## config.mk

```make
export PLATFORM = sky130hd
export DESIGN_NAME = tllc_front_flat
export DESIGN_NICKNAME = d
export VERILOG_FILES = /design/src/hw/rtl/tllc_pkg.sv /design/src/hw/rtl/tllc_req_if.sv /design/src/hw/rtl/tllc_front.sv /design/src/flat_wrapper.sv
export SDC_FILE = /design/constraint.sdc
export NUM_CORES = 1
export LEC_CHECK = 0
export BUFFER_PORTS_ARGS = -buffer_cell sky130_fd_sc_hd__buf_2
export CORE_ASPECT_RATIO = 0.75
export CORE_MARGIN = 3
export CORE_UTILIZATION = 35
export DETAILED_ROUTE_END_ITERATION = 6
export MAX_ROUTING_LAYER = met4
export SYNTH_ARGS = -nofsm -noshare
export SYNTH_HDL_FRONTEND = slang
export SYNTH_SLANG_ARGS = --single-unit
export TNS_END_PERCENT = 100
```

## constraint.sdc

```tcl
create_clock -name i_clk -period 6.55 [get_ports i_clk]
set_clock_uncertainty 0.2 [all_clocks]
set_input_delay 1.6375 -clock i_clk [delete_from_list [all_inputs] [get_ports i_clk]]
set_output_delay 1.6375 -clock i_clk [all_outputs]
set_load 0.05 [all_outputs]
```

## src/hw/rtl/tllc_pkg.sv

```systemverilog
// ----------------------------------------------------------------------------
// tllc_pkg
// Shared codes, register indexes and control types of the two-level cache.
// ----------------------------------------------------------------------------
package tllc_pkg;

    localparam logic [1:0] ACT_GET  = 2'd0;
    localparam logic [1:0] ACT_PUT  = 2'd1;
    localparam logic [1:0] ACT_WARM = 2'd2;
    localparam logic [1:0] ACT_NONE = 2'd3;

    localparam logic [1:0] LVL_MISS = 2'd0;
    localparam logic [1:0] LVL_L1   = 2'd1;
    localparam logic [1:0] LVL_L2   = 2'd2;
    localparam logic [1:0] PUT_NEW  = 2'd0;
    localparam logic [1:0] PUT_UPD  = 2'd1;

    localparam int CFG_IDX_BITS  = 2;
    localparam int CFG_DATA_BITS = 8;
    localparam int L1_CAP_BITS   = 5;
    localparam int L2_CAP_BITS   = 7;
    localparam int THR_BITS      = 8;
    localparam int CNT_BITS      = 8;

    localparam logic [CFG_IDX_BITS-1:0] CFG_L1_CAP  = 2'd0;
    localparam logic [CFG_IDX_BITS-1:0] CFG_L2_CAP  = 2'd1;
    localparam logic [CFG_IDX_BITS-1:0] CFG_HOT_THR = 2'd2;

    localparam logic [L1_CAP_BITS-1:0] L1_CAP_RST  = 5'd16;
    localparam logic [L2_CAP_BITS-1:0] L2_CAP_RST  = 7'd64;
    localparam logic [THR_BITS-1:0]    HOT_THR_RST = 8'd3;
    localparam logic [CNT_BITS-1:0]    CNT_MAX     = 8'hFF;

    typedef struct packed {
        logic get;
        logic put;
        logic warm;
    } t_kind;

    typedef struct packed {
        logic touch;
        logic insert;
    } t_store_cmd;

    typedef struct packed {
        logic hit;
        logic evict;
    } t_store_stat;

endpackage

```

## src/hw/rtl/tllc_req_if.sv

```systemverilog
// ----------------------------------------------------------------------------
// tllc_req_if
// Request channel: action, key and value with valid/ready.
// ----------------------------------------------------------------------------
interface tllc_req_if #(
    parameter int KEY_BITS   = 64,
    parameter int VALUE_BITS = 64
);
    logic                  valid;
    logic                  ready;
    logic [1:0]            action;
    logic [KEY_BITS-1:0]   key;
    logic [VALUE_BITS-1:0] value;

    modport source (output valid, action, key, value, input ready);
    modport sink   (input valid, action, key, value, output ready);
endinterface

```

## src/hw/rtl/tllc_front.sv

```systemverilog
// ----------------------------------------------------------------------------
// tllc_front
// Accepts request items, decodes the action and holds them in a two-deep queue.
// ----------------------------------------------------------------------------
module tllc_front #(
    parameter int KEY_BITS   = 64,
    parameter int VALUE_BITS = 64
) (
    input  logic                  i_clk,
    input  logic                  i_rst_n,
    tllc_req_if.sink              s_req,
    output logic                  o_item_valid,
    output tllc_pkg::t_kind       o_kind,
    output logic [KEY_BITS-1:0]   o_key,
    output logic [VALUE_BITS-1:0] o_value,
    input  logic                  i_item_pop
);
    tllc_pkg::t_kind       r_kind  [2];
    logic [KEY_BITS-1:0]   r_key   [2];
    logic [VALUE_BITS-1:0] r_value [2];
    logic                  r_wp, r_rp;
    logic [1:0]            r_cnt;
    tllc_pkg::t_kind       w_kind;
    logic                  w_push;

    always_comb begin
        w_kind = '0;
        unique case (s_req.action)
            tllc_pkg::ACT_GET:  w_kind.get  = 1'b1;
            tllc_pkg::ACT_PUT:  w_kind.put  = 1'b1;
            tllc_pkg::ACT_WARM: w_kind.warm = 1'b1;
            default:            w_kind = '0;
        endcase
    end

    assign s_req.ready  = (r_cnt != 2'd2);
    assign w_push       = s_req.valid && s_req.ready;
    assign o_item_valid = (r_cnt != 2'd0);
    assign o_kind       = r_kind[r_rp];
    assign o_key        = r_key[r_rp];
    assign o_value      = r_value[r_rp];

    always_ff @(posedge i_clk) begin
        if (!i_rst_n) begin
            r_wp  <= 1'b0;
            r_rp  <= 1'b0;
            r_cnt <= 2'd0;
        end else begin
            if (w_push) r_wp <= ~r_wp;
            if (i_item_pop) r_rp <= ~r_rp;
            if (w_push && !i_item_pop) r_cnt <= r_cnt + 2'd1;
            else if (!w_push && i_item_pop) r_cnt <= r_cnt - 2'd1;
        end
    end

    always_ff @(posedge i_clk) begin
        if (w_push) begin
            r_kind[r_wp]  <= w_kind;
            r_key[r_wp]   <= s_req.key;
            r_value[r_wp] <= s_req.value;
        end
    end
endmodule

```

## src/flat_wrapper.sv

```systemverilog
// flat-port wrapper written by rule: the top's interface ports become plain ports
module tllc_front_flat 
#(
    parameter int KEY_BITS   = 64,
    parameter int VALUE_BITS = 64
)
  (i_clk, i_rst_n, o_item_valid, o_kind, o_key, o_value, i_item_pop, s_req_valid, s_req_action, s_req_key, s_req_value, s_req_ready);
  tllc_req_if #(.KEY_BITS(KEY_BITS), .VALUE_BITS(VALUE_BITS)) s_req_i ();
  input  logic i_clk;
  input  logic i_rst_n;
  output logic o_item_valid;
  output tllc_pkg::t_kind o_kind;
  output logic [KEY_BITS-1:0] o_key;
  output logic [VALUE_BITS-1:0] o_value;
  input  logic i_item_pop;
  input wire logic [$bits(s_req_i.valid)-1:0] s_req_valid;
  input wire logic [$bits(s_req_i.action)-1:0] s_req_action;
  input wire logic [$bits(s_req_i.key)-1:0] s_req_key;
  input wire logic [$bits(s_req_i.value)-1:0] s_req_value;
  output wire logic [$bits(s_req_i.ready)-1:0] s_req_ready;
  assign s_req_i.valid = s_req_valid;
  assign s_req_i.action = s_req_action;
  assign s_req_i.key = s_req_key;
  assign s_req_i.value = s_req_value;
  assign s_req_ready = s_req_i.ready;
  tllc_front #(.KEY_BITS(KEY_BITS), .VALUE_BITS(VALUE_BITS)) u_core (.i_clk(i_clk), .i_rst_n(i_rst_n), .s_req(s_req_i), .o_item_valid(o_item_valid), .o_kind(o_kind), .o_key(o_key), .o_value(o_value), .i_item_pop(i_item_pop));
endmodule
```

==> results.cfg <==
[power]
vdd_ir_drop_max_uv = 232
p_per_area_mw_per_mm2 = 355
p_leak_uw = 0.00485
p_total_uw = 4490

[timing]
slew_headroom_pct = 40.6
setup_violations = 0
finalCriticalPeriod_ps = 4380
maxSlewViolCount = 0
fin_ws_ps = 2170
rsz0062_at_grt = false
hold_viol_final = 0
fmax_ghz = 0.228
fin_crit_sh_pct = 66.9
worstMarginPinSlew_ps = 891
final.setup.tns_ps = 0
fin_hold_ws_ps = 376

[place]
numPortBuffers = 266
gp_congestion = 0.731
dp_hpwl_um = 12600
pre_cts_slack_ps = 2700

[worst_hold_path]
worstHoldStart = u_core.r_cnt[1]
holdCritPathClass = reg -> reg
hold_depth = 2

[synthesis]
netlist_area_mm2 = 0.0101
ys_dominant_reg_cell = edfxtp_1
syn_inst = 435
synth_top_area_share_pct = 78.0
yosysMostFrequentCell = edfxtp_1
syn-num-nets = 570
synth_cell_types = 22
synth_edf_count = 262
synthTopCellsByCount = 262 x edfxtp_1, 90 x mux2_4, 41 x mux2_2
syn_area_per_cell_um2 = 23.2
synthArstFlopShare_pct = 0
synthTopCellsByArea = edfxtp_1 78%, mux2_4 13%, mux2_2 4.6%, buf_6 1.1%, dfxtp_1 0.99%
yosysWarnings = 0
yosysTopAreaCell = edfxtp_1
ys_seq_elements = 267
yosysSeqAreaShare_pct = 79.0

[clock_tree]
clock-sinks = 267
cts.clk_slew.worst_paths_ps = 60
cts_tree = done
numCtsBuffers = 27
holdBufCountCts = 0
clock_path_buffers = 3
root_buffer = clkbuf_16
post_cts_buffers = 0
htreeDepth = 1
clk_latency_ps = 530
ctsResizeCount = 0

[critical_path]
worstSetupStartpointType = register
arrival_ps = 2540
worst-path-stages = 3
critPathKind = reg -> out
r2r.worst_path.cells = 3
critPathMaxFanout = 39
cpPeakStageDelay_ps = 810
crit_family = flip-flops
crit_required_ps = 4710
rr_startpoint = u_core.r_cnt[0]
end_kind = primary output
worst_path_max_delay_cell = dfxtp_4
path_buf_inv = 2
path_cells = buf_4, mux2_4, buf_2

[finish]
drive_above_1_share_pct = 60.3
area_growth_pct = 25.3
nets = 854

[detailed_routing]
wl_um = 19200
drt_iter0_markers = 240
drtPass1Iterations = 4
wire_per_inst_um = 17.1
drcViolationCount = 0
ant_nets = 0
vias_per_cell = 4.36
dr_total_vias = 4902

[floorplan]
dieArea_mm2 = 0.0309
start_util_pct = 35.8
io_pins = 267
fp-row-count = 53
core_area_mm2 = 0.0282
fp.dieH_um = 153
die_w_um = 202

[run_status]
status = completed

[global_route]
grt_pass1_wl_um = 29000
grt_pass1_vias = 5115
antenna_found_initial = 4
track_usage_pct = 12.2
overflow = 0
grt_max_degree = 74

[flow_run]
drv_cap = 0
[where the power goes]
part	total [µW]	switching [µW]	internal, µW
combinational	971	680	291
clock	1390	604	791
sequential	2130	52.8	2070
[area by class of cell]
cell class	instances	area, µm²
Fill cell	2500	15500
Sequential cell	267	7970
Multi-Input combinational cell	151	1970
Timing Repair Buffer	270	1400
Clock buffer	31	691
Tap cell	385	482
Clock inverter	15	109
Inverter	2	10.0
Antenna cell	4	10.0
[sequential cells by signal, summed over array words and instances (netlist names), named ones only]
register	cells
u_core.r_kind	6
u_core.r_wp	1
u_core.r_rp	1
u_core.r_key	128
u_core.r_cnt	2
u_core.r_value	128
[worst register-to-register path, delay by kind of cell, from the launching register on]
family	cells	cell delay, ps
buffers and inverters	1	470
DFF	1	410
and+or+nand+nor	2	930
[layout by cell type, fill, tap and decap left out, types with 2 or more instances in the layout]
cell type   Yosys  routed
clkbuf_16       0      27
and2_1          4       4
xor2_1          2       2
clkbuf_1        0       4
dfxtp_1         5       4
buf_12          0       3
clkinvlp_4      0       3
mux2_4         90      90
clkinv_2        0       4
edfxtp_1      262     262
diode_2         0       4
clkinv_4        0       2
a21boi_0        2       2
nor2b_1         2       2
mux2_2         41      41
buf_2           4     266
clkinv_1        0       5
[through the flow]
| step | util [%] | instance area, µm² | cells |
|---|---|---|---|
| 3_5_place_dp | 42.0 | 11800 | 1075 |
| 4_1_cts | 44.8 | 12600 | 1121 |
| 5_1_grt | 44.8 | 12600 | 1125 |
| 2_1_floorplan | - | 10100 | 435 |
| 3_3_place_gp | 42.0 | 11800 | 1075 |
| 6_report | 44.8 | 12600 | 1125 |
[metal layers]
layer / part of all wire [%] / up-vias / track usage [%]
met1: 45 / 2394 / 16.4
li1: - / 2298 / -
met4: 3.0 / 0 / 3.55
met2: 43 / 178 / 17.4
met3: 8.8 / 32 / 4.71
met5: 0 / - / -
[kinds of logic (layout without fill, tap and decap cells)]
logic type | Yosys count | count (layout) | share of synthesized area (%)
AOI/OAI and AO/OA | 4 | 4 | 0.298
adders and majority gates | 1 | 1 | 0.124
buffers and inverters | 17 | 318 | 1.54
xor gates and xnor gates | 3 | 3 | 0.261
muxes | 131 | 131 | 18.0
other | 0 | 4 | 0
DFF | 267 | 267 | 79.0
and+or+nand+nor | 12 | 12 | 0.806
[worst paths after layout]
check / endpoint / slack, ps
worst max register to register: u_core.r_key[1][58] / 4100
worst min-delay path: u_core.r_cnt[1] / 380
worst min register to register: u_core.r_cnt[1] / 380
worst max-delay path: o_key[6] / 2170
(Power assumes the default switching activity.)
